File: src/sv/atc_pkg.sv
// Shared types, constants and codes of the ANSI text terminal cursor core
package atc_pkg;

    localparam int COORD_BITS_DEF = 8;
    localparam int APB_ADDR_BITS  = 4;
    localparam int APB_DATA_BITS  = 32;

    localparam logic [7:0] CH_ESC      = 8'h1B;
    localparam logic [7:0] CH_LBRACKET = 8'h5B;
    localparam logic [7:0] CH_SEMI     = 8'h3B;
    localparam logic [7:0] CH_M        = 8'h6D;
    localparam logic [7:0] CH_ZERO     = 8'h30;
    localparam logic [7:0] CH_NINE     = 8'h39;
    localparam logic [7:0] CH_BS       = 8'h08;
    localparam logic [7:0] CH_TAB      = 8'h09;
    localparam logic [7:0] CH_LF       = 8'h0A;
    localparam logic [7:0] CH_CR       = 8'h0D;
    localparam logic [7:0] CH_SPACE    = 8'h20;

    localparam logic [9:0] CODE_RESET = 10'd0;
    localparam logic [9:0] CODE_FG_LO = 10'd30;
    localparam logic [9:0] CODE_FG_HI = 10'd37;
    localparam logic [9:0] CODE_BG_LO = 10'd40;
    localparam logic [9:0] CODE_BG_HI = 10'd47;
    localparam logic [9:0] CODE_MAX   = 10'd999;

    localparam logic [3:0] FORE_DEFAULT = 4'd8;
    localparam logic [2:0] BACK_DEFAULT = 3'd0;

    localparam logic [7:0] COLS_RESET = 8'd80;
    localparam logic [7:0] ROWS_RESET = 8'd25;
    localparam logic [4:0] TAB_RESET  = 5'd8;

    localparam logic [1:0] REG_GRID_COLUMNS = 2'd0;
    localparam logic [1:0] REG_GRID_ROWS    = 2'd1;
    localparam logic [1:0] REG_TAB_STOP     = 2'd2;

    localparam logic CMD_DRAW   = 1'b0;
    localparam logic CMD_SCROLL = 1'b1;

    typedef enum logic [1:0] {
        PH_NORMAL = 2'd0,
        PH_ESC    = 2'd1,
        PH_CSI    = 2'd2
    } esc_phase_t;

    typedef enum logic [2:0] {
        ST_IDLE,
        ST_DECODE,
        ST_DIVIDE,
        ST_TABFIX,
        ST_WRAP,
        ST_EMIT_DRAW,
        ST_EMIT_SCROLL
    } ctrl_state_t;

    typedef struct packed {
        logic [7:0] grid_columns;
        logic [7:0] grid_rows;
        logic [4:0] tab_stop;
    } cfg_t;

    typedef struct packed {
        logic [3:0] fore;
        logic [2:0] back;
    } colour_t;

    typedef struct packed {
        logic load_byte;
        logic decode;
        logic div_step;
        logic tab_fix;
        logic wrap;
        logic emit_draw;
        logic emit_scroll;
    } ctrl_cmd_t;

    typedef struct packed {
        logic consumed;
        logic is_tab;
        logic div_last;
        logic draw_pending;
        logic scroll_now;
        logic scroll_pending;
        logic out_free;
    } dp_status_t;

endpackage

File: src/sv/atc_regs.sv
// APB configuration registers of the ANSI text terminal cursor core
module atc_regs (
    input  logic                                 clk,
    input  logic                                 rst_n,
    input  logic                                 psel,
    input  logic                                 penable,
    input  logic                                 pwrite,
    input  logic [atc_pkg::APB_ADDR_BITS-1:0]    paddr,
    input  logic [atc_pkg::APB_DATA_BITS-1:0]    pwdata,
    output logic [atc_pkg::APB_DATA_BITS-1:0]    prdata,
    output atc_pkg::cfg_t                        cfg
);
    import atc_pkg::*;

    logic [7:0] cols_reg;
    logic [7:0] rows_reg;
    logic [4:0] tab_reg;
    logic       wr_en;
    logic [1:0] reg_index;

    assign wr_en     = psel & penable & pwrite;
    assign reg_index = paddr[3:2];

    always_ff @(posedge clk or negedge rst_n)
    begin
        if (!rst_n)
        begin
            cols_reg <= COLS_RESET;
            rows_reg <= ROWS_RESET;
            tab_reg  <= TAB_RESET;
        end
        else if (wr_en)
        begin
            unique case (reg_index)
                REG_GRID_COLUMNS: cols_reg <= pwdata[7:0];
                REG_GRID_ROWS:    rows_reg <= pwdata[7:0];
                REG_TAB_STOP:     tab_reg  <= pwdata[4:0];
                default:          ;
            endcase
        end
    end

    always_comb
    begin
        unique case (reg_index)
            REG_GRID_COLUMNS: prdata = APB_DATA_BITS'(cols_reg);
            REG_GRID_ROWS:    prdata = APB_DATA_BITS'(rows_reg);
            REG_TAB_STOP:     prdata = APB_DATA_BITS'(tab_reg);
            default:          prdata = '0;
        endcase
    end

    assign cfg.grid_columns = cols_reg;
    assign cfg.grid_rows    = rows_reg;
    assign cfg.tab_stop     = tab_reg;

endmodule

File: src/sv/atc_ctrl.sv
// Sequencing state machine of the ANSI text terminal cursor core
module atc_ctrl (
    input  logic                clk,
    input  logic                rst_n,
    input  logic                char_valid,
    output logic                char_stall,
    input  atc_pkg::dp_status_t status,
    output atc_pkg::ctrl_cmd_t  cmd
);
    import atc_pkg::*;

    ctrl_state_t state_reg;
    ctrl_state_t state_next;

    always_ff @(posedge clk or negedge rst_n)
    begin
        if (!rst_n)
            state_reg <= ST_IDLE;
        else
            state_reg <= state_next;
    end

    always_comb
    begin
        state_next = state_reg;
        unique case (state_reg)
            ST_IDLE:
            begin
                if (char_valid)
                    state_next = ST_DECODE;
            end
            ST_DECODE:
            begin
                if (status.consumed)
                    state_next = ST_IDLE;
                else if (status.is_tab)
                    state_next = ST_DIVIDE;
                else
                    state_next = ST_WRAP;
            end
            ST_DIVIDE:
            begin
                if (status.div_last)
                    state_next = ST_TABFIX;
            end
            ST_TABFIX:
                state_next = ST_WRAP;
            ST_WRAP:
            begin
                if (status.draw_pending)
                    state_next = ST_EMIT_DRAW;
                else if (status.scroll_now)
                    state_next = ST_EMIT_SCROLL;
                else
                    state_next = ST_IDLE;
            end
            ST_EMIT_DRAW:
            begin
                if (status.out_free)
                    state_next = status.scroll_pending ? ST_EMIT_SCROLL : ST_IDLE;
            end
            ST_EMIT_SCROLL:
            begin
                if (status.out_free)
                    state_next = ST_IDLE;
            end
            default:
                state_next = ST_IDLE;
        endcase
    end

    always_comb
    begin
        cmd        = '0;
        char_stall = 1'b1;
        unique case (state_reg)
            ST_IDLE:
            begin
                char_stall    = 1'b0;
                cmd.load_byte = char_valid;
            end
            ST_DECODE:      cmd.decode      = 1'b1;
            ST_DIVIDE:      cmd.div_step    = 1'b1;
            ST_TABFIX:      cmd.tab_fix     = 1'b1;
            ST_WRAP:        cmd.wrap        = 1'b1;
            ST_EMIT_DRAW:   cmd.emit_draw   = status.out_free;
            ST_EMIT_SCROLL: cmd.emit_scroll = status.out_free;
            default:        ;
        endcase
    end

endmodule

File: src/sv/atc_dp.sv
// Parser, cursor, tab remainder unit and output word register
module atc_dp #(
    parameter int COORD_BITS = atc_pkg::COORD_BITS_DEF
) (
    input  logic                clk,
    input  logic                rst_n,
    input  atc_pkg::cfg_t       cfg,
    input  atc_pkg::ctrl_cmd_t  cmd,
    output atc_pkg::dp_status_t status,
    input  logic [7:0]          char_byte,
    input  logic                cmd_stall,
    output logic                cmd_valid,
    output logic                command,
    output logic [7:0]          cell_col,
    output logic [7:0]          cell_row,
    output logic [7:0]          glyph,
    output logic [3:0]          fore_index,
    output logic [2:0]          back_index,
    output logic                last_of_run
);
    import atc_pkg::*;

    localparam int CB       = COORD_BITS;
    localparam int WB       = (CB + 1 > 8) ? CB + 1 : 8;
    localparam int CNT_BITS = $clog2(CB);

    function automatic colour_t apply_code(input logic [9:0] code, input colour_t cur);
        colour_t res;
        res = cur;
        if (code == CODE_RESET)
        begin
            res.fore = FORE_DEFAULT;
            res.back = BACK_DEFAULT;
        end
        else if (code >= CODE_FG_LO && code <= CODE_FG_HI)
            res.fore = 4'(code - CODE_FG_LO);
        else if (code >= CODE_BG_LO && code <= CODE_BG_HI)
            res.back = 3'(code - CODE_BG_LO);
        return res;
    endfunction

    // persistent state
    logic [7:0]    byte_reg;
    logic [CB-1:0] cursor_col_reg, cursor_col_next;
    logic [CB-1:0] cursor_row_reg, cursor_row_next;
    colour_t       colour_reg, colour_next;
    esc_phase_t    phase_reg, phase_next;
    logic          digits_reg, digits_next;
    logic [9:0]    code_reg, code_next;

    // working registers of one byte
    logic [WB-1:0]       col_w_reg, col_w_next;
    logic [WB-1:0]       row_w_reg, row_w_next;
    logic                draw_reg, draw_next;
    logic [CB-1:0]       draw_col_reg, draw_col_next;
    logic [CB-1:0]       draw_row_reg;
    logic [7:0]          draw_glyph_reg, draw_glyph_next;
    logic                scroll_reg;
    logic [CB-1:0]       div_shift_reg;
    logic [4:0]          rem_reg, rem_next;
    logic [CNT_BITS-1:0] cnt_reg;

    // output word register
    logic       out_valid_reg, out_valid_next;
    logic       out_cmd_reg;
    logic [7:0] out_col_reg;
    logic [7:0] out_row_reg;
    logic [7:0] out_glyph_reg;
    logic [3:0] out_fore_reg;
    logic [2:0] out_back_reg;
    logic       out_last_reg;

    logic [7:0]    width_eff;
    logic [7:0]    height_eff;
    logic [4:0]    tab_eff;
    logic          consumed;
    logic [13:0]   code_prod;
    logic [5:0]    rem_shift;
    logic          wrap;
    logic [WB-1:0] row_f;
    logic          scroll_now;
    logic [WB-1:0] row_final;
    logic [WB-1:0] draw_col_ext;
    logic [WB-1:0] draw_row_ext;
    logic          out_free;

    assign width_eff  = (cfg.grid_columns == 8'd0) ? 8'd1 : cfg.grid_columns;
    assign height_eff = (cfg.grid_rows == 8'd0) ? 8'd1 : cfg.grid_rows;
    assign tab_eff    = (cfg.tab_stop == 5'd0) ? 5'd1 : cfg.tab_stop;

    assign code_prod = {1'b0, code_reg, 3'b000} + {3'b000, code_reg, 1'b0}
                     + {10'd0, 4'(byte_reg - CH_ZERO)};

    // escape parser
    always_comb
    begin
        phase_next  = phase_reg;
        digits_next = digits_reg;
        code_next   = code_reg;
        colour_next = colour_reg;
        consumed    = 1'b0;
        unique case (phase_reg)
            PH_ESC:
            begin
                if (byte_reg == CH_LBRACKET)
                begin
                    phase_next  = PH_CSI;
                    digits_next = 1'b0;
                    code_next   = CODE_RESET;
                    consumed    = 1'b1;
                end
                else
                    phase_next = PH_NORMAL;
            end
            PH_CSI:
            begin
                consumed = 1'b1;
                if (byte_reg >= CH_ZERO && byte_reg <= CH_NINE)
                begin
                    code_next   = (code_prod > 14'(CODE_MAX)) ? CODE_MAX : code_prod[9:0];
                    digits_next = 1'b1;
                end
                else if (byte_reg == CH_SEMI)
                begin
                    colour_next = apply_code(code_reg, colour_reg);
                    code_next   = CODE_RESET;
                    digits_next = 1'b0;
                end
                else if (byte_reg == CH_M)
                begin
                    colour_next = apply_code(digits_reg ? code_reg : CODE_RESET, colour_reg);
                    phase_next  = PH_NORMAL;
                end
                else
                    phase_next = PH_NORMAL;
            end
            default:
            begin
                phase_next = PH_NORMAL;
                if (byte_reg == CH_ESC)
                begin
                    phase_next = PH_ESC;
                    consumed   = 1'b1;
                end
            end
        endcase
    end

    // cursor move
    always_comb
    begin
        col_w_next      = WB'(cursor_col_reg);
        row_w_next      = WB'(cursor_row_reg);
        draw_next       = 1'b0;
        draw_col_next   = cursor_col_reg;
        draw_glyph_next = byte_reg;
        case (byte_reg)
            CH_BS:
            begin
                if (cursor_col_reg != '0)
                begin
                    col_w_next      = WB'(cursor_col_reg) - WB'(1);
                    draw_next       = 1'b1;
                    draw_col_next   = cursor_col_reg - CB'(1);
                    draw_glyph_next = CH_SPACE;
                end
            end
            CH_CR:  col_w_next = '0;
            CH_TAB: ;
            CH_LF:
            begin
                col_w_next = '0;
                row_w_next = WB'(cursor_row_reg) + WB'(1);
            end
            default:
            begin
                col_w_next = WB'(cursor_col_reg) + WB'(1);
                draw_next  = 1'b1;
            end
        endcase
        if (cmd.tab_fix)
            col_w_next = WB'(cursor_col_reg) - WB'(rem_reg) + WB'(tab_eff);
    end

    // bit-serial remainder of cursor column by tab spacing
    assign rem_shift = {rem_reg, div_shift_reg[CB-1]};
    assign rem_next  = (rem_shift >= {1'b0, tab_eff}) ? 5'(rem_shift - {1'b0, tab_eff})
                                                      : rem_shift[4:0];

    // wrap and scroll
    assign wrap       = col_w_reg >= WB'(width_eff);
    assign row_f      = row_w_reg + WB'(wrap);
    assign scroll_now = row_f >= WB'(height_eff);
    assign row_final  = scroll_now ? WB'(height_eff - 8'd1) : row_f;

    always_comb
    begin
        cursor_col_next = cursor_col_reg;
        cursor_row_next = cursor_row_reg;
        if (cmd.wrap)
        begin
            cursor_col_next = wrap ? '0 : col_w_reg[CB-1:0];
            cursor_row_next = row_final[CB-1:0];
        end
    end

    always_ff @(posedge clk or negedge rst_n)
    begin
        if (!rst_n)
        begin
            cursor_col_reg <= '0;
            cursor_row_reg <= '0;
            colour_reg     <= '{fore: FORE_DEFAULT, back: BACK_DEFAULT};
            phase_reg      <= PH_NORMAL;
            digits_reg     <= 1'b0;
            code_reg       <= '0;
            draw_reg       <= 1'b0;
            scroll_reg     <= 1'b0;
        end
        else
        begin
            cursor_col_reg <= cursor_col_next;
            cursor_row_reg <= cursor_row_next;
            if (cmd.decode)
            begin
                colour_reg <= colour_next;
                phase_reg  <= phase_next;
                digits_reg <= digits_next;
                code_reg   <= code_next;
                draw_reg   <= draw_next & ~consumed;
            end
            if (cmd.wrap)
                scroll_reg <= scroll_now;
        end
    end

    always_ff @(posedge clk)
    begin
        if (cmd.load_byte)
            byte_reg <= char_byte;
        if (cmd.decode)
        begin
            draw_col_reg   <= draw_col_next;
            draw_row_reg   <= cursor_row_reg;
            draw_glyph_reg <= draw_glyph_next;
            div_shift_reg  <= cursor_col_reg;
            rem_reg        <= '0;
            cnt_reg        <= CNT_BITS'(CB - 1);
        end
        else if (cmd.div_step)
        begin
            div_shift_reg <= {div_shift_reg[CB-2:0], 1'b0};
            rem_reg       <= rem_next;
            cnt_reg       <= cnt_reg - CNT_BITS'(1);
        end
        if (cmd.decode || cmd.tab_fix)
        begin
            col_w_reg <= col_w_next;
            row_w_reg <= row_w_next;
        end
    end

    // output word register
    assign out_free     = ~out_valid_reg | ~cmd_stall;
    assign draw_col_ext = WB'(draw_col_reg);
    assign draw_row_ext = WB'(draw_row_reg);

    always_comb
    begin
        if (cmd.emit_draw || cmd.emit_scroll)
            out_valid_next = 1'b1;
        else if (!cmd_stall)
            out_valid_next = 1'b0;
        else
            out_valid_next = out_valid_reg;
    end

    always_ff @(posedge clk or negedge rst_n)
    begin
        if (!rst_n)
            out_valid_reg <= 1'b0;
        else
            out_valid_reg <= out_valid_next;
    end

    always_ff @(posedge clk)
    begin
        if (cmd.emit_draw)
        begin
            out_cmd_reg   <= CMD_DRAW;
            out_col_reg   <= draw_col_ext[7:0];
            out_row_reg   <= draw_row_ext[7:0];
            out_glyph_reg <= draw_glyph_reg;
            out_fore_reg  <= colour_reg.fore;
            out_back_reg  <= colour_reg.back;
            out_last_reg  <= ~scroll_reg;
        end
        else if (cmd.emit_scroll)
        begin
            out_cmd_reg   <= CMD_SCROLL;
            out_col_reg   <= '0;
            out_row_reg   <= '0;
            out_glyph_reg <= '0;
            out_fore_reg  <= '0;
            out_back_reg  <= colour_reg.back;
            out_last_reg  <= 1'b1;
        end
    end

    assign cmd_valid   = out_valid_reg;
    assign command     = out_cmd_reg;
    assign cell_col    = out_col_reg;
    assign cell_row    = out_row_reg;
    assign glyph       = out_glyph_reg;
    assign fore_index  = out_fore_reg;
    assign back_index  = out_back_reg;
    assign last_of_run = out_last_reg;

    assign status.consumed       = consumed;
    assign status.is_tab         = byte_reg == CH_TAB;
    assign status.div_last       = cnt_reg == '0;
    assign status.draw_pending   = draw_reg;
    assign status.scroll_now     = scroll_now;
    assign status.scroll_pending = scroll_reg;
    assign status.out_free       = out_free;

endmodule

File: src/sv/ansi_text_terminal_cursor_core.sv
// ANSI text terminal cursor core: takes one character byte per word on the char
// channel, strips ESC [ ... m colour sequences (codes 0, 30-37, 40-47, code value
// saturating at 999) and moves a text cursor over a grid of grid_columns by grid_rows
// cells, emitting draw and scroll words on the cmd channel (at most two per byte, a
// draw before a scroll, last_of_run on the final one). One byte is in work at a time;
// the output word register lets the next byte be taken while a word still waits.
// A byte swallowed by the escape parser goes back to idle after decode; CR, LF and
// backspace at column 0 pass the wrap step with no draw word, a drawn byte emits a
// draw word and a scroll adds a scroll word. For a tab the column remainder by
// tab_stop is worked out one bit per cycle in a serial restoring divider before the wrap.
// grid_columns, grid_rows and tab_stop sit at APB byte addresses 0x0, 0x4 and 0x8;
// write them only while the block is idle.
module ansi_text_terminal_cursor_core #(
    parameter int COORD_BITS = atc_pkg::COORD_BITS_DEF
) (
    input  logic                              clk,
    input  logic                              rst_n,
    input  logic                              char_valid,
    output logic                              char_stall,
    input  logic [7:0]                        char_byte,
    output logic                              cmd_valid,
    input  logic                              cmd_stall,
    output logic                              command,
    output logic [7:0]                        cell_col,
    output logic [7:0]                        cell_row,
    output logic [7:0]                        glyph,
    output logic [3:0]                        fore_index,
    output logic [2:0]                        back_index,
    output logic                              last_of_run,
    input  logic                              psel,
    input  logic                              penable,
    input  logic                              pwrite,
    input  logic [atc_pkg::APB_ADDR_BITS-1:0] paddr,
    input  logic [atc_pkg::APB_DATA_BITS-1:0] pwdata,
    output logic [atc_pkg::APB_DATA_BITS-1:0] prdata,
    output logic                              pready
);
    import atc_pkg::*;

    cfg_t       cfg;
    ctrl_cmd_t  cmd;
    dp_status_t status;

    assign pready = 1'b1;

    atc_regs u_regs (
        .clk     (clk),
        .rst_n   (rst_n),
        .psel    (psel),
        .penable (penable),
        .pwrite  (pwrite),
        .paddr   (paddr),
        .pwdata  (pwdata),
        .prdata  (prdata),
        .cfg     (cfg)
    );

    atc_ctrl u_ctrl (
        .clk        (clk),
        .rst_n      (rst_n),
        .char_valid (char_valid),
        .char_stall (char_stall),
        .status     (status),
        .cmd        (cmd)
    );

    atc_dp #(
        .COORD_BITS (COORD_BITS)
    ) u_dp (
        .clk         (clk),
        .rst_n       (rst_n),
        .cfg         (cfg),
        .cmd         (cmd),
        .status      (status),
        .char_byte   (char_byte),
        .cmd_stall   (cmd_stall),
        .cmd_valid   (cmd_valid),
        .command     (command),
        .cell_col    (cell_col),
        .cell_row    (cell_row),
        .glyph       (glyph),
        .fore_index  (fore_index),
        .back_index  (back_index),
        .last_of_run (last_of_run)
    );

endmodule

File: config.mk
export PLATFORM = sky130hd
export DESIGN_NAME = ansi_text_terminal_cursor_core
export DESIGN_NICKNAME = d
export VERILOG_FILES = /design/src/sv/atc_pkg.sv /design/src/sv/atc_regs.sv /design/src/sv/atc_ctrl.sv /design/src/sv/atc_dp.sv /design/src/sv/ansi_text_terminal_cursor_core.sv
export SDC_FILE = /design/constraint.sdc
export NUM_CORES = 1
export LEC_CHECK = 0
export BUFFER_PORTS_ARGS = -buffer_cell sky130_fd_sc_hd__buf_4
export CAP_MARGIN = 10
export CORE_UTILIZATION = 33
export DETAILED_ROUTE_END_ITERATION = 10
export MAX_ROUTING_LAYER = met4
export SYNTH_ARGS = -nofsm -noshare
export SYNTH_HDL_FRONTEND = slang
export SYNTH_HIERARCHICAL = 1
export SYNTH_SLANG_ARGS = --single-unit
File: constraint.sdc
create_clock -name clk -period 4.92 [get_ports clk]
set_input_delay 0.492 -clock clk [delete_from_list [all_inputs] [get_ports clk]]
set_output_delay 0.492 -clock clk [all_outputs]
set_load 0.01 [all_outputs]
# == After elaboration in Yosys (flattened, before gate mapping) ==
# Index checks and enable logic that the tools add are counted.
# classes
eq_ne,31
n_reduce_logical,32
muxes,77
bitwise_logic,9
n_lt_le_gt_ge,14
addsub,17
# op_table
cell,count
two-way mux 8 bit,15
two-way mux 10 bit,5
two-way mux 3 bit,15
"less-or-equal comparator 10 x 6 -> 1 bit, second input constant",4
"equality test 8 x 4 -> 1 bit, second input constant",4
two-way mux 7 bit,4
one-hot mux 9 bit (3 select lines),1
one-hot mux 8 bit (3 select lines),1
one-hot mux 3 bit (7 select lines),1
">= comparator 10 x 5 -> 1 bit, second input constant",2
">= comparator 10 x 6 -> 1 bit, second input constant",2
logical NOT 10 bit,2
one-hot mux 10 bit (2 select lines),1
two-way mux 1 bit,19
"adder 8 x 1 -> 9 bit, second input constant",2
>= comparator 9 x 8 -> 1 bit,2
two-way mux 9 bit,2
"equality test 8 x 7 -> 1 bit, second input constant",2
logical NOT 8 bit,2
two-way mux 4 bit,4
"subtractor 8 x 1 -> 8 bit, second input constant",2
adder 13 x 11 -> 14 bit,1
adder 14 x 4 -> 14 bit,1
"> comparator 14 x 10 -> 1 bit, second input constant",1
other kinds (44),85
# totals
in_bits,51
regBits,162
word_cells,211
output_inout_bits,68

# == Depth between registers and ports, before layout ==
# Gate-level depths: netlist of run 1.
# logic_depth
ltp_word,8
mapped_depth,24
mapped_depth_nobuf,23

# == Cells and area by module ==
# The synthesis of run 1 kept the hierarchy.
# by_module_without_submodules
module,area_each_um2,seq_area_each_um2,cells_per_inst,n_inst
atc_dp,8454.4,3860.0,818,1
atc_regs,1192.4,533.0,96,1
atc_ctrl,316.6,75.1,41,1
ansi_text_terminal_cursor_core,11.3,0.0,2,1

# == Worst setup path after synthesis of run 1 ==
# No wires, ideal clock.
# synth_timing
path_type,reg-to-reg
from,register u_regs.cols_reg[4]
to,register u_ctrl.state_reg[2]
required_time_ns,4.787
slack_ns,0.030
t_arrival_ns,4.757
stages_incl_launch_ff,25
synth_period_minus_slack_ns,4.890
path_buffers,1
setup_time_ns,0.133
path_cell_list,dfstp_2 -> nor4_1 -> a41o_1 -> ha_1 -> nand2b_1 -> a21o_1 -> a21o_1 -> a21o_1 -> a2111oi_2 -> inv_1 -> ha_1 -> ha_1 -> xor2_1 -> ha_1 -> a21o_1 -> a31oi_1 -> o21ai_0 -> a311o_1 -> nor2_1 -> inv_1 -> buf_4 -> nor3_1 -> a311oi_1 -> a21oi_1 -> o31ai_1
# synth_between
elab_chain_cells,8
# synth_rtl
item,line,rtl
"start, declared",atc_regs.sv:15,logic [7:0] cols_reg;
"start signal, assigned",atc_regs.sv:35,REG_GRID_COLUMNS: cols_reg <= pwdata[7:0];
logical NOT 8 bit,atc_dp.sv:87,assign width_eff = (cfg.grid_columns == 8'd0) ? 8'd1 : cfg.grid_columns;
two-way mux 8 bit *,atc_dp.sv:87,
>= comparator 9 x 8 -> 1 bit *,atc_dp.sv:191,assign wrap = col_w_reg >= WB'(width_eff);
adder 9 x 1 -> 9 bit *,atc_dp.sv:192,assign row_f = row_w_reg + WB'(wrap);
>= comparator 9 x 8 -> 1 bit *,atc_dp.sv:193,assign scroll_now = row_f >= WB'(height_eff);
via u_dp.scroll_now,atc_dp.sv:81,logic scroll_now;
two-way mux 3 bit *,atc_ctrl.sv:52,else if (status.scroll_now)
two-way mux 3 bit *,atc_ctrl.sv:50,if (status.draw_pending)
one-hot mux 3 bit (7 select lines) *,atc_ctrl.sv:26,unique case (state_reg)
"end signal, assigned",atc_ctrl.sv:20,state_reg <= state_next;
"end, declared",atc_ctrl.sv:12,ctrl_state_t state_reg;
# The timed path passes the listed nets; every way through them passes the cells marked *.
# A chain may end at the register's enable or synchronous reset.

==> summary by stage, run 1 <==
Hold path
The class of the tightest hold or removal check is input pin to async pin.

Clock network
The buffer type at the clock tree root is clkbuf_16. The H-tree depth is 4. The CTS tree is yes. At the later pin of the worst-skew pair, clock insertion delay measures between 0.4 and 0.5 ns.

The number of buffers on the longest clock path is 2. After clock tree synthesis, the flow added hold-fix buffers numbering 0. Clock-pin slew was measured on the worst setup and hold paths at 0.07 ns. The number of buffers inserted during clock tree synthesis is 17. CTS saw approximately 160 sinks.

Detailed routing
In the routed design, unresolved DRC markers number 0. The vias per cell is ~5.0. The overall via count from detail_route is between 7000 and 8000. The post-detailed-route count of antenna-violating nets is 0.

The pre-antenna-repair detailed-routing pass consisted of 5 iterations. Dividing the detail-routed wire length by the instance count gives around 16 um. The number of design-rule violations left by the first detailed-router iteration is roughly 430.

The post-detailed-routing wire length is between 20 and 25 mm.

Timing
The final critical path time including I/O delays and setup is between 4 and 5 ns. The final count of hold timing violations was 0. Setup repair after global routing left no endpoint under its margin. In this run the tightest slew margin relative to its limit is 29.7%.

Timing would allow up to 0.212 GHz. The setup violation total in the final timing report is 0. For the pin with the worst max-slew slack, the measured transition is approximately 1 ns. The post-route clock period utilization is a little over nine tenths. For the final database, setup skew stands at between 0.01 and 0.015 ns.

The final count of pins violating max slew is 0. The setup TNS is 0 ns.

Placed design
At the end of routability-driven placement, the weighted congestion stood at 0.887. The placed wire-length estimate after detailed placement is 16.2 mm. After detailed placement, the design holds a cell count of between 1000 and 1500. The number of buffers added on ports is 67.

Run
Max-cap violations in this run came to 0.

Die
The initial cell density of the core is 33.6%. Measured along the y axis, the die boundary spans 176 um. The floorplan step defined a core boundary enclosing about 30000 um2. The die is between 150 and 200 um wide. The floorplan step defined a die boundary enclosing 30900 um2. In this run the count of I/O pins placed on the die edge is 119. The count of standard-cell rows is 63.

Pwr
The reported leakage power is 4.82 nW. Power comes to 0.00633 W. The maximum vdd drop is 0.000286 V. The areal power density over the cells is 553 nW/um2.

Synth
The post-synth design cell area is about 10000 um2. The number of synthesized register bits is between 150 and 200. The number of enable flip-flop cells after synthesis is 90. Sequential cells were found to cover 44.8% of the synthesized design area.

In the synthesized netlist the dominant register cell turns out to be edfxtp_1. The count of synthesis-stage warnings from yosys is 6. The synthesized area per cell is 10.4 um2. The unique cell type count in the Yosys netlist is 86. After synthesis, the share of flip-flops with an asynchronous set or reset is 38.9%. Synthesis produced a netlist whose cell count is 957.

Final layout
The register with the most flip-flops in the layout has 10 of them. The count of inserted antenna diode cells is 0. Cells with a size suffix above 1 make up 19.0% of the layout. The number of cells in the finished layout apart from fillers is 1417. The area growth from synthesis to layout is 14.9%.

The number of nets in the final layout is 1143. The commonest non-fill, non-tap cell in the layout is edfxtp_1. In the layout the commonest cells are edfxtp_1, buf_4, inv_1.

Critical path
The maximum fanout along the worst path is 4. The beginning of the worst register-to-register path is u_regs/cols_reg[4]. The worst setup path is captured at a register. For the worst setup path, the data required time is ~5.2 ns. The worst setup path is of the register to register kind. In this run the critical register-to-register path is captured at u_ctrl/state_reg[2].

The number of cells on the worst reg-to-reg path is 24. The worst setup path is launched from a register. The setup check on the worst reg-to-reg path leaves a slack of approximately 0.21 ns. The data arrival time of the critical path is 5.00 ns.

Global route
The initial antenna violation count was 0. Summed over all layers, the global routing overflow is 0. The overall routing resource usage is 15.1%. The maximum number of pins on one net before global-route repair is 64. The number of global-route vias before repair was 6934. The first global-routing pass estimated 36.1 mm of wire.

Run status
The run finished with clean final reports.
-- worst max-delay path, stage by stage (launching register included) --
cell and delay [ns]:
dfstp_2 0.58, nor4_4 0.06, a41o_1 0.24, ha_1 0.28, nand2b_1 0.15, a21o_1 0.18
a21o_1 0.17, a21o_1 0.19, a2111oi_4 0.39, inv_2 0.09, ha_4 0.19, ha_4 0.17
xor2_2 0.15, ha_1 0.31, a21o_1 0.15, a31oi_1 0.14, o21ai_1 0.11, a311o_1 0.29
nor2_1 0.14, buf_4 0.16, inv_2 0.05, nor3_2 0.10, a311oi_1 0.06, a21oi_1 0.15
o31ai_1 0.09
-- kinds of logic (layout without fill, tap and decap cells) --
kind of cell / count (synthesis) / in the layout / share of synthesized area [%]
flops: 162 / 162 / 44.8
buf+inv: 147 / 194 / 7.19
compound gates: 192 / 192 / 13.0
mux: 54 / 54 / 6.20
other cells: 2 / 25 / 0.0753
xor+xnor: 35 / 35 / 3.07
simple gates: 287 / 287 / 15.2
fa+ha+maj: 78 / 78 / 10.4
-- metal layers --
metal | routed length [um] | track usage (%) | vias to the layer above
met5 | 0 | - | -
met4 | 267 | 4.78 | 0
met3 | 709 | 1.80 | 18
met2 | 10600 | 24.2 | 158
met1 | 10500 | 19.8 | 3424
li1 | - | - | 3496
-- cells in the mapped netlist, types with 6 or more instances --
master    number  area (um2)
o21ai_0       47         235
dfrtp_1       56        1400
xnor2_1       25         219
edfxtp_1      90        2700
nand2_1       60         225
nor3_1        21         105
nor2_1        65         244
a31o_2         8        70.1
o31ai_1       15         113
dfstp_2        7         184
xor2_1        10        87.6
fa_1           8         160
dfxtp_1        9         180
nor3b_1        8        60.1
inv_1         79         297
mux2_4         8         120
nor2b_1        9        56.3
and2_1        33         206
nand4_1       10        62.6
mux2_2        30         338
mux2i_1       16         160
nand2b_1      16         100
a31oi_1        7        43.8
nor4_1        13        81.3
a21o_1        13        97.6
o22ai_1        6        37.5
clkbuf_1      29         109
ha_1          70         876
buf_4         30         225
a211oi_1       7        52.6
a21oi_1       33         165
nand3_1       22         110
nand3b_1       6        45.0
-- worst max path at each step --
| stage | from | end | slack (ns) | depth (start not counted) |
|---|---|---|---|---|
| after global placement | u_regs/cols_reg[4] | u_ctrl/state_reg[2] | 0.12 | 24 |
| after detailed placement | u_regs/cols_reg[4] | u_ctrl/state_reg[2] | 0.03 | 24 |
| after floorplan | u_regs/cols_reg[4] | u_ctrl/state_reg[2] | 0.03 | 24 |
| after global routing | u_regs/cols_reg[4] | u_ctrl/state_reg[2] | 0.01 | 24 |
| after CTS | u_regs/cols_reg[4] | u_ctrl/state_reg[2] | 0.03 | 24 |
| final | u_regs/cols_reg[4] | u_ctrl/state_reg[2] | 0.21 | 24 |
-- area by class of cell --
cell class | instances | area (um2)
Timing Repair Buffer | 82 | 616
Sequential cell | 162 | 4470
Inverter | 80 | 300
Multi-Input combinational cell | 671 | 4980
Tap cell | 390 | 488
Fill cell | 2878 | 18300
Clock inverter | 13 | 136
Clock buffer | 19 | 475
-- stage by stage --
step	worst slack (ns)	hold WS, ns	utilization [%]	area [um2]
after floorplan	0.0296	0.196	-	10100
after global placement	0.124	0.432	36.1	10700
after detailed placement	0.0303	0.435	36.1	10700
after CTS	0.0309	0.206	38.2	11400
after global routing	0.0139	0.228	38.6	11500
final	0.213	0.173	38.6	11500
-- power by group --
part	total (W)	switching [W]	leakage [nW]	internal (W)
combinational	0.00266	0.00147	2.79	0.00118
sequential	0.00233	0.000386	1.72	0.00194
clock	0.00135	0.000571	0.306	0.000774
-- what timing repair did --
action	CTS	global route
endpoints found under the setup margin	1	2
endpoints found under the hold margin	0	0
gates resized for setup	1	14
pin swaps	0	9
setup buffers	0	4
Note: power is estimated with default switching activity, not from simulation.
==> run 2, diff against run 1 <==
RECOVER_POWER = 25   (was not set)
==> summary by stage, run 2 (synthesis gave the netlist of run 1 again) <==
Run status
The run finished, with violations left. The checks that failed: max-capacitance violations, max-slew violations.

Critical path
By startpoint and endpoint, the worst setup path is classified as register to register. The number of cells on the worst reg-to-reg path is 24 (unchanged). Walking the worst path, the cells encountered are nor4_4 -> a41o_1 -> ha_1 -> nand2b_1 -> a21o_1 -> a21o_1 -> a21o_1 -> a2111oi_4 -> inv_2 -> ha_4 -> ha_4 -> xor2_2 -> ha_1 -> a21o_1 -> a31oi_1 -> o21ai_1 -> a311o_1 -> nor2_1 -> buf_4 -> inv_2 -> nor3_2 -> a311oi_1 -> a21oi_1 -> o31ai_1.

The buffer and inverter count on the worst path was 3 (unchanged). The worst setup path is captured at a register. The maximum fanout along the worst path is 4 (unchanged). The register-to-register setup slack is 0.21 ns (about the same). The slowest cell on the critical path is dfstp_2. The required time of the critical path came to 5.22 ns (about the same).

The worst setup path is launched from a register. The data arrival time of the critical path is 5.00 ns (about the same). The family with the most delay on the worst path is compound AO/OA/AOI/OAI gates. The worst register-to-register path begins at u_regs/cols_reg[4]. The end of the worst register-to-register path is u_ctrl/state_reg[2]. The most numerous cell type found on the critical path is a21o_1.

The largest stage delay on the critical path is 0.58 ns (about the same).

Detailed routing
The post-detailed-route count of antenna-violating nets is 0 (unchanged). The number of design-rule violations left by the first detailed-router iteration is 445 (+4.2%). The per-cell routed wire length is 15.5 um (about the same). The number of optimization iterations in the first detailed-route pass is 5 (unchanged). The overall via count from detail_route is 7087 (-0.13%). The post-detailed-routing wire length is 22.0 mm (about the same).

The vias per cell is 5.00 (-0.13%). The number of design rule violations left after detail routing came to 0 (unchanged).

Clock network
The hold buffer count at CTS came to 0 (unchanged). The number of buffers on the longest clock path came to 2 (unchanged). The number of buffers inserted during clock tree synthesis is 17 (unchanged). The H-tree depth is 4 (unchanged). The clock transition time at the flip-flop clock pins of the worst setup and hold paths came to 0.07 ns (about the same). The buffer type at the clock tree root is clkbuf_16.

The sink count of the clock tree is 162 (unchanged). The CTS tree is yes. The clock latency at the later pin of the worst-skew pair came to 0.43 ns (about the same).

Pwr
The part of the power in combinational logic is 41.9% (about the same). The share of total power consumed by net switching was 38.4% (about the same). The switching component of the power is 0.00243 W (about the same). The cell internal power dissipation is 0.00390 W (about the same). The relative contribution of the clock network to total power is 21.2% (about the same). The maximum vdd drop was 0.000286 V (-0.20%). The areal power density over the cells is 553 nW/um2 (+0.16%). The reported leakage power is 4.81 nW (-0.26%).

The share of total power in sequential cells was 36.8% (about the same).

Hold path
The class of the tightest hold or removal check is input pin to register. The startpoint identified for the worst hold timing path is char_byte[4]. The number of stages on the worst hold path is 1. The terminating pin of the worst hold path is u_dp/byte_reg[4].

Global route
The final global-route overflow total is 0 (unchanged). The overall routing resource usage was 15.1% (unchanged). The maximum number of pins on one net before global-route repair is 64 (unchanged). The number of global-route vias before repair is 6934 (unchanged).

The initial antenna violation count is 0 (unchanged). The first-pass GRT wire length is 36.1 mm (unchanged).

Final layout
The count of inserted antenna diode cells is 0 (unchanged). The flip-flop count of the largest register after layout was 10 (unchanged). Relative to the synthesized area, the layout overhead comes to 14.7%.

The share of cells above drive strength 1 is 18.7% (-0.29 points). In the layout the commonest cells are edfxtp_1, inv_1, buf_4. The number of cells in the finished layout apart from fillers is 1417 (unchanged). The commonest non-fill, non-tap cell in the layout is edfxtp_1.

The final core area utilization came to 38.5% (-0.063 points). The number of nets in the final layout is 1143 (unchanged).

Timing
The final worst setup slack was 0.211 ns (-0.00252 ns). The final count of hold timing violations is 0 (unchanged). The post-route clock period utilization came to 95.7% (about the same). Setup repair after global routing left no endpoint under its margin. The final critical path time including I/O delays and setup was 4.71 ns (+0.00252 ns). The final worst clock skew was 0.0109 ns (+0.000589 ns). The setup TNS came to 0 ns (unchanged).

The worst slew margin relative to its limit is -145% (-170 points). The measured slew at the worst slew-check pin is 3.67 ns (+2.65 ns). The highest clock rate came to 0.212 GHz (about the same).

The final count of pins violating max slew came to 64 (+64). The setup violation total in the final timing report was 0 (unchanged).

Die
The horizontal die dimension was 176 um (unchanged). The count of standard-cell rows is 63 (unchanged). The initial cell density of the core came to 33.6% (unchanged). The die outline height came to 176 um (unchanged). The core area is 29700 um2 (unchanged).

The area of the die is 30900 um2 (unchanged). The I/O pin total is 119 (unchanged).

Run
The number of max-capacitance violations reported was 1 (+1).

Placed design
The placed wire-length estimate after detailed placement was 16.2 mm (unchanged). The routability congestion estimate from global placement is 0.887 (unchanged). The instance count after placement with tap cells included is 1381 (unchanged). The minimum setup slack after placement is 0.0303 ns (unchanged). The number of buffers added on ports came to 67 (unchanged).
run 2: per-stage QoR:
step	cell area (um2)	hold WS [ns]	total power, W
6_report	11400	0.268	0.00633
5_1_grt	11400	0.251	0.00678
4_1_cts	11400	0.206	0.00629
3_5_place_dp	10700	0.435	0.00494
3_3_place_gp	10700	0.432	0.00488
2_1_floorplan	10100	0.196	0.00419
run 2: final cells by class:
class                   instances  area, um2
repair buffers                 82        608
clock inverters                13        136
inverters                      80        300
clock buffers                  19        475
well taps                     390        488
fillers                      2881      18300
multi-input cells             671       4960
flip-flops and latches        162       4470
run 2: layer usage:
layer / track usage, % / part of all wire [%] / vias to the layer above
met5: - / 0 / -
met4: 4.78 / 1.3 / 0
met3: 1.80 / 3.2 / 20
met2: 24.2 / 48 / 162
met1: 19.8 / 47 / 3410
li1: - / - / 3495
run 2: worst register-to-register path, cell delays in order (launching register included):
cell and delay, ns:
dfstp_2 0.58, nor4_4 0.06, a41o_1 0.24, ha_1 0.28
nand2b_1 0.15, a21o_1 0.18, a21o_1 0.17, a21o_1 0.19
a2111oi_4 0.39, inv_2 0.09, ha_4 0.19, ha_4 0.17
xor2_2 0.15, ha_1 0.31, a21o_1 0.15, a31oi_1 0.14
o21ai_1 0.11, a311o_1 0.29, nor2_1 0.14, buf_4 0.16
inv_2 0.06, nor3_2 0.10, a311oi_1 0.06, a21oi_1 0.15
o31ai_1 0.09
run 2: how the worst max path moves through the flow:
stage,slack (ns),endpoint,startpoint,cells after the start
global route,0.01,u_ctrl/state_reg[2],u_regs/cols_reg[4],24
detailed placement,0.03,u_ctrl/state_reg[2],u_regs/cols_reg[4],24
floorplan,0.03,u_ctrl/state_reg[2],u_regs/cols_reg[4],24
CTS,0.03,u_ctrl/state_reg[2],u_regs/cols_reg[4],24
global placement,0.12,u_ctrl/state_reg[2],u_regs/cols_reg[4],24
finish,0.21,u_ctrl/state_reg[2],u_regs/cols_reg[4],24
run 2: timing repair:
action	in CTS	in global routing
pin swaps	0	9
gates cloned	0	0
buffers inserted	0	4
gates resized for setup	1	14
setup endpoints to repair	1	2
run 2: power groups by stage:
stage               clock [W]  sequential [W]  combinational, W
floorplan                   0         0.00220           0.00198
global placement            0         0.00234           0.00254
detailed placement          0         0.00234           0.00259
CTS                   0.00137         0.00232           0.00260
global route          0.00142         0.00239           0.00298
finish                0.00134         0.00233           0.00266
==> run 3, diff against run 2 <==
clock period = 4.3 ns   (was 4.92 ns; I/O delays follow)
==> summary by stage, run 3 (synthesis gave the netlist of run 1 again) <==
Timing
The post-route clock period utilization is 103% (+7.4 points). The final worst setup slack is -0.135 ns (-0.345 ns). The final count of pins violating max slew is 64 (unchanged). Setup repair after global routing could not meet its margin everywhere. The setup TNS is -0.765 ns (-0.765 ns). The final worst clock skew is 0.0113 ns (+0.000341 ns). The measured slew at the worst slew-check pin came to 3.62 ns (-0.0574 ns). The setup violation total in the final timing report is 9 (+9). The final hold slack came to 0.207 ns (-0.0607 ns). The worst slew margin relative to its limit is -141% (+3.8 points).

The highest clock rate was 0.225 GHz (+6.2%). The final critical path time including I/O delays and setup came to 4.43 ns (-0.275 ns). The final count of hold timing violations is 0 (unchanged).

Die
The initial cell density of the core is 33.6% (unchanged). The count of standard-cell rows is 63 (unchanged). The area of the die is 30900 um2 (unchanged). The core area is 29700 um2 (unchanged). The die outline height is 176 um (unchanged). The I/O pin total is 119 (unchanged). The horizontal die dimension is 176 um (unchanged).

Clock network
The clock transition time at the flip-flop clock pins of the worst setup and hold paths is 0.07 ns (about the same). The number of buffers inserted during clock tree synthesis is 17 (unchanged). TritonCTS built the clock tree. The sink count of the clock tree is 162 (unchanged). The clock latency at the later pin of the worst-skew pair came to 0.42 ns (about the same). The H-tree depth is 4 (unchanged). The number of buffers on the longest clock path is 2 (unchanged).

CTS placed an instance of clkbuf_16 at the clock tree root.

Global route
The initial antenna violation count is 1 (+1). The first-pass GRT wire length is 35.5 mm (-1.8%). The overall routing resource usage is 14.8% (-0.26 points).

The number of global-route vias before repair came to 6831 (-1.5%). The maximum number of pins on one net before global-route repair is 64 (unchanged). The final global-route overflow total is 0 (unchanged).

Final layout
The layout-stage area growth over the synthesis result is 17.9%. The number of nets in the final layout was 1166 (+2.0%). The total non-filler cell area in the finished layout was 11800 um2 (+2.8%). Leaving out fill and tap cells, the most frequent cell in the layout is edfxtp_1.

The flip-flop count of the largest register after layout came to 10 (unchanged). The share of cells above drive strength 1 is 22.0% (+3.3 points). Leaving out fill and tap cells, the most frequent cells in the layout are edfxtp_1, buf_4, inv_1.

Run status
The checks that failed: max-capacitance violations, max-slew violations, negative setup slack. The run finished, with violations left.

Detailed routing
The vias per cell is 4.98 (-0.47%). The overall via count from detail_route came to 7173 (+1.2%). The post-detailed-routing wire length came to 21.9 mm (-0.46%). The number of design-rule violations left by the first detailed-router iteration came to 499 (+12%).

The number of design rule violations left after detail routing is 0 (unchanged). The met2 wire length came to 10.3 mm (-2.5%). The number of optimization iterations in the first detailed-route pass is 5 (unchanged). The detailed-route wire length on metal 1 is 10.4 mm (-0.39%).

The post-detailed-route count of antenna-violating nets is 0 (unchanged). The highest metal layer carrying signal wires in the routed design is met4. The routed length on met3 is 923 um (+30%).

The per-cell routed wire length was 15.2 um (-2.1%).

Placed design
The instance area after placement is 10900 um2 (+1.6%). The number of buffers added on ports is 67 (unchanged). The minimum setup slack after placement is -0.389 ns (-0.420 ns). The placed wire-length estimate after detailed placement came to 16.3 mm (+0.97%). The routability congestion estimate from global placement is 0.905 (+2.1%).

Critical path
The critical path ends at u_ctrl/state_reg[2]. The register-to-register setup slack is -0.13 ns (-0.35 ns). The critical path is of the register to register type. The sort of element at the start of the critical path is a register.

The end of the worst register-to-register path is u_ctrl/state_reg[2]. STA classifies the critical path endpoint as a register. The required time of the critical path is 4.60 ns (-0.62 ns). The maximum fanout along the worst path is 4 (unchanged). The most critical setup path has its startpoint at u_regs/cols_reg[4]. The number of cells on the worst reg-to-reg path is 23 (-4.2%). The beginning of the worst register-to-register path is u_regs/cols_reg[4]. The data arrival time of the critical path was 4.73 ns (-0.27 ns).

Hold path
In this run the worst hold path is classified as input pin to register.

Pwr
The maximum vdd drop is 0.000381 V (+33%). The areal power density over the cells is 633 nW/um2 (+14%). The reported leakage power is 4.93 nW (+2.5%).

Run
The number of max-capacitance violations reported is 1 (unchanged).
run 3: changes by cell type in the layout (fill, tap and decap cells not counted), moves of 2 or more:
cell / before / now
inv_6: 3 / 6
o31ai_4: 0 / 3
buf_4: 73 / 89
buf_6: 0 / 6
inv_4: 3 / 0
o31ai_1: 15 / 11
nor2_1: 63 / 61
nand3_2: 1 / 3
o21ai_0: 46 / 44
clkinvlp_4: 0 / 2
nand3_1: 21 / 19
clkbuf_16: 19 / 17
run 3: metal layers:
| layer | vias to the layer above | GRT usage (%) |
|---|---|---|
| li1 | 3560 | - |
| met1 | 3427 | 19.8 |
| met2 | 168 | 23.2 |
| met3 | 18 | 2.34 |
| met4 | 0 | 4.24 |
| met5 | - | - |
run 3: layout make-up:
class | instances | area, um2
Timing Repair Buffer | 105 | 811
Antenna cell | 1 | 2.50
Fill cell | 2852 | 18000
Multi-Input combinational cell | 671 | 5120
Clock buffer | 17 | 425
Tap cell | 390 | 488
Inverter | 80 | 300
Sequential cell | 162 | 4470
Clock inverter | 15 | 144
run 3: critical path, cell delays in order (launching register included):
cell and delay (ns):
dfstp_2 0.54, nor4_2 0.04, a41o_1 0.20, ha_1 0.27
nand2b_4 0.13, a21o_1 0.15, a21o_1 0.15, a21o_1 0.20
a2111oi_4 0.32, inv_1 0.13, ha_4 0.19, ha_4 0.18
nand3_4 0.11, nor2_2 0.05, xor2_2 0.15, ha_1 0.28
o21a_2 0.22, a311o_1 0.37, nor2_4 0.15, inv_2 0.06
nor3_2 0.11, a311oi_1 0.06, a21oi_1 0.15, o31ai_1 0.09
run 3: how the worst min path moves through the flow:
stage                            start             endpoint  slack (ns)  cells past startpoint
global placement    u_dp/colour_reg[1]   u_dp/back_index[1]        0.43                      0
detailed placement  u_dp/colour_reg[0]   u_dp/back_index[0]        0.43                      0
CTS                              rst_n   u_regs/cols_reg[0]        0.16                      1
floorplan                        rst_n  u_ctrl/state_reg[0]        0.13                      0
finish                    char_byte[2]     u_dp/byte_reg[2]        0.21                      1
global route              char_byte[2]     u_dp/byte_reg[2]        0.19                      1
run 3: report_power, final:
part / total (W) / switching [W] / internal (W)
Sequential: 0.00266 / 0.000438 / 0.00222
Combinational: 0.00333 / 0.00179 / 0.00154
Clock: 0.00146 / 0.000648 / 0.000811
run 3: timing repair:
| item | in CTS | in global routing |
|---|---|---|
| hold buffers | 0 | 0 |
| gates resized for setup | 13 | 23 |
| endpoints found under the setup margin | 11 | 11 |
| buffers inserted | 4 | 4 |
| pin swaps | 12 | 9 |
| endpoints found under the hold margin | 0 | 0 |
run 3: through the flow:
step	total power (W)	cells	utilization [%]
finish	0.00745	1441	39.6
global route	0.00797	1441	39.6
CTS	0.00731	1435	39.0
detailed placement	0.00573	1399	36.7
global placement	0.00565	1399	36.7
floorplan	0.00483	980	-
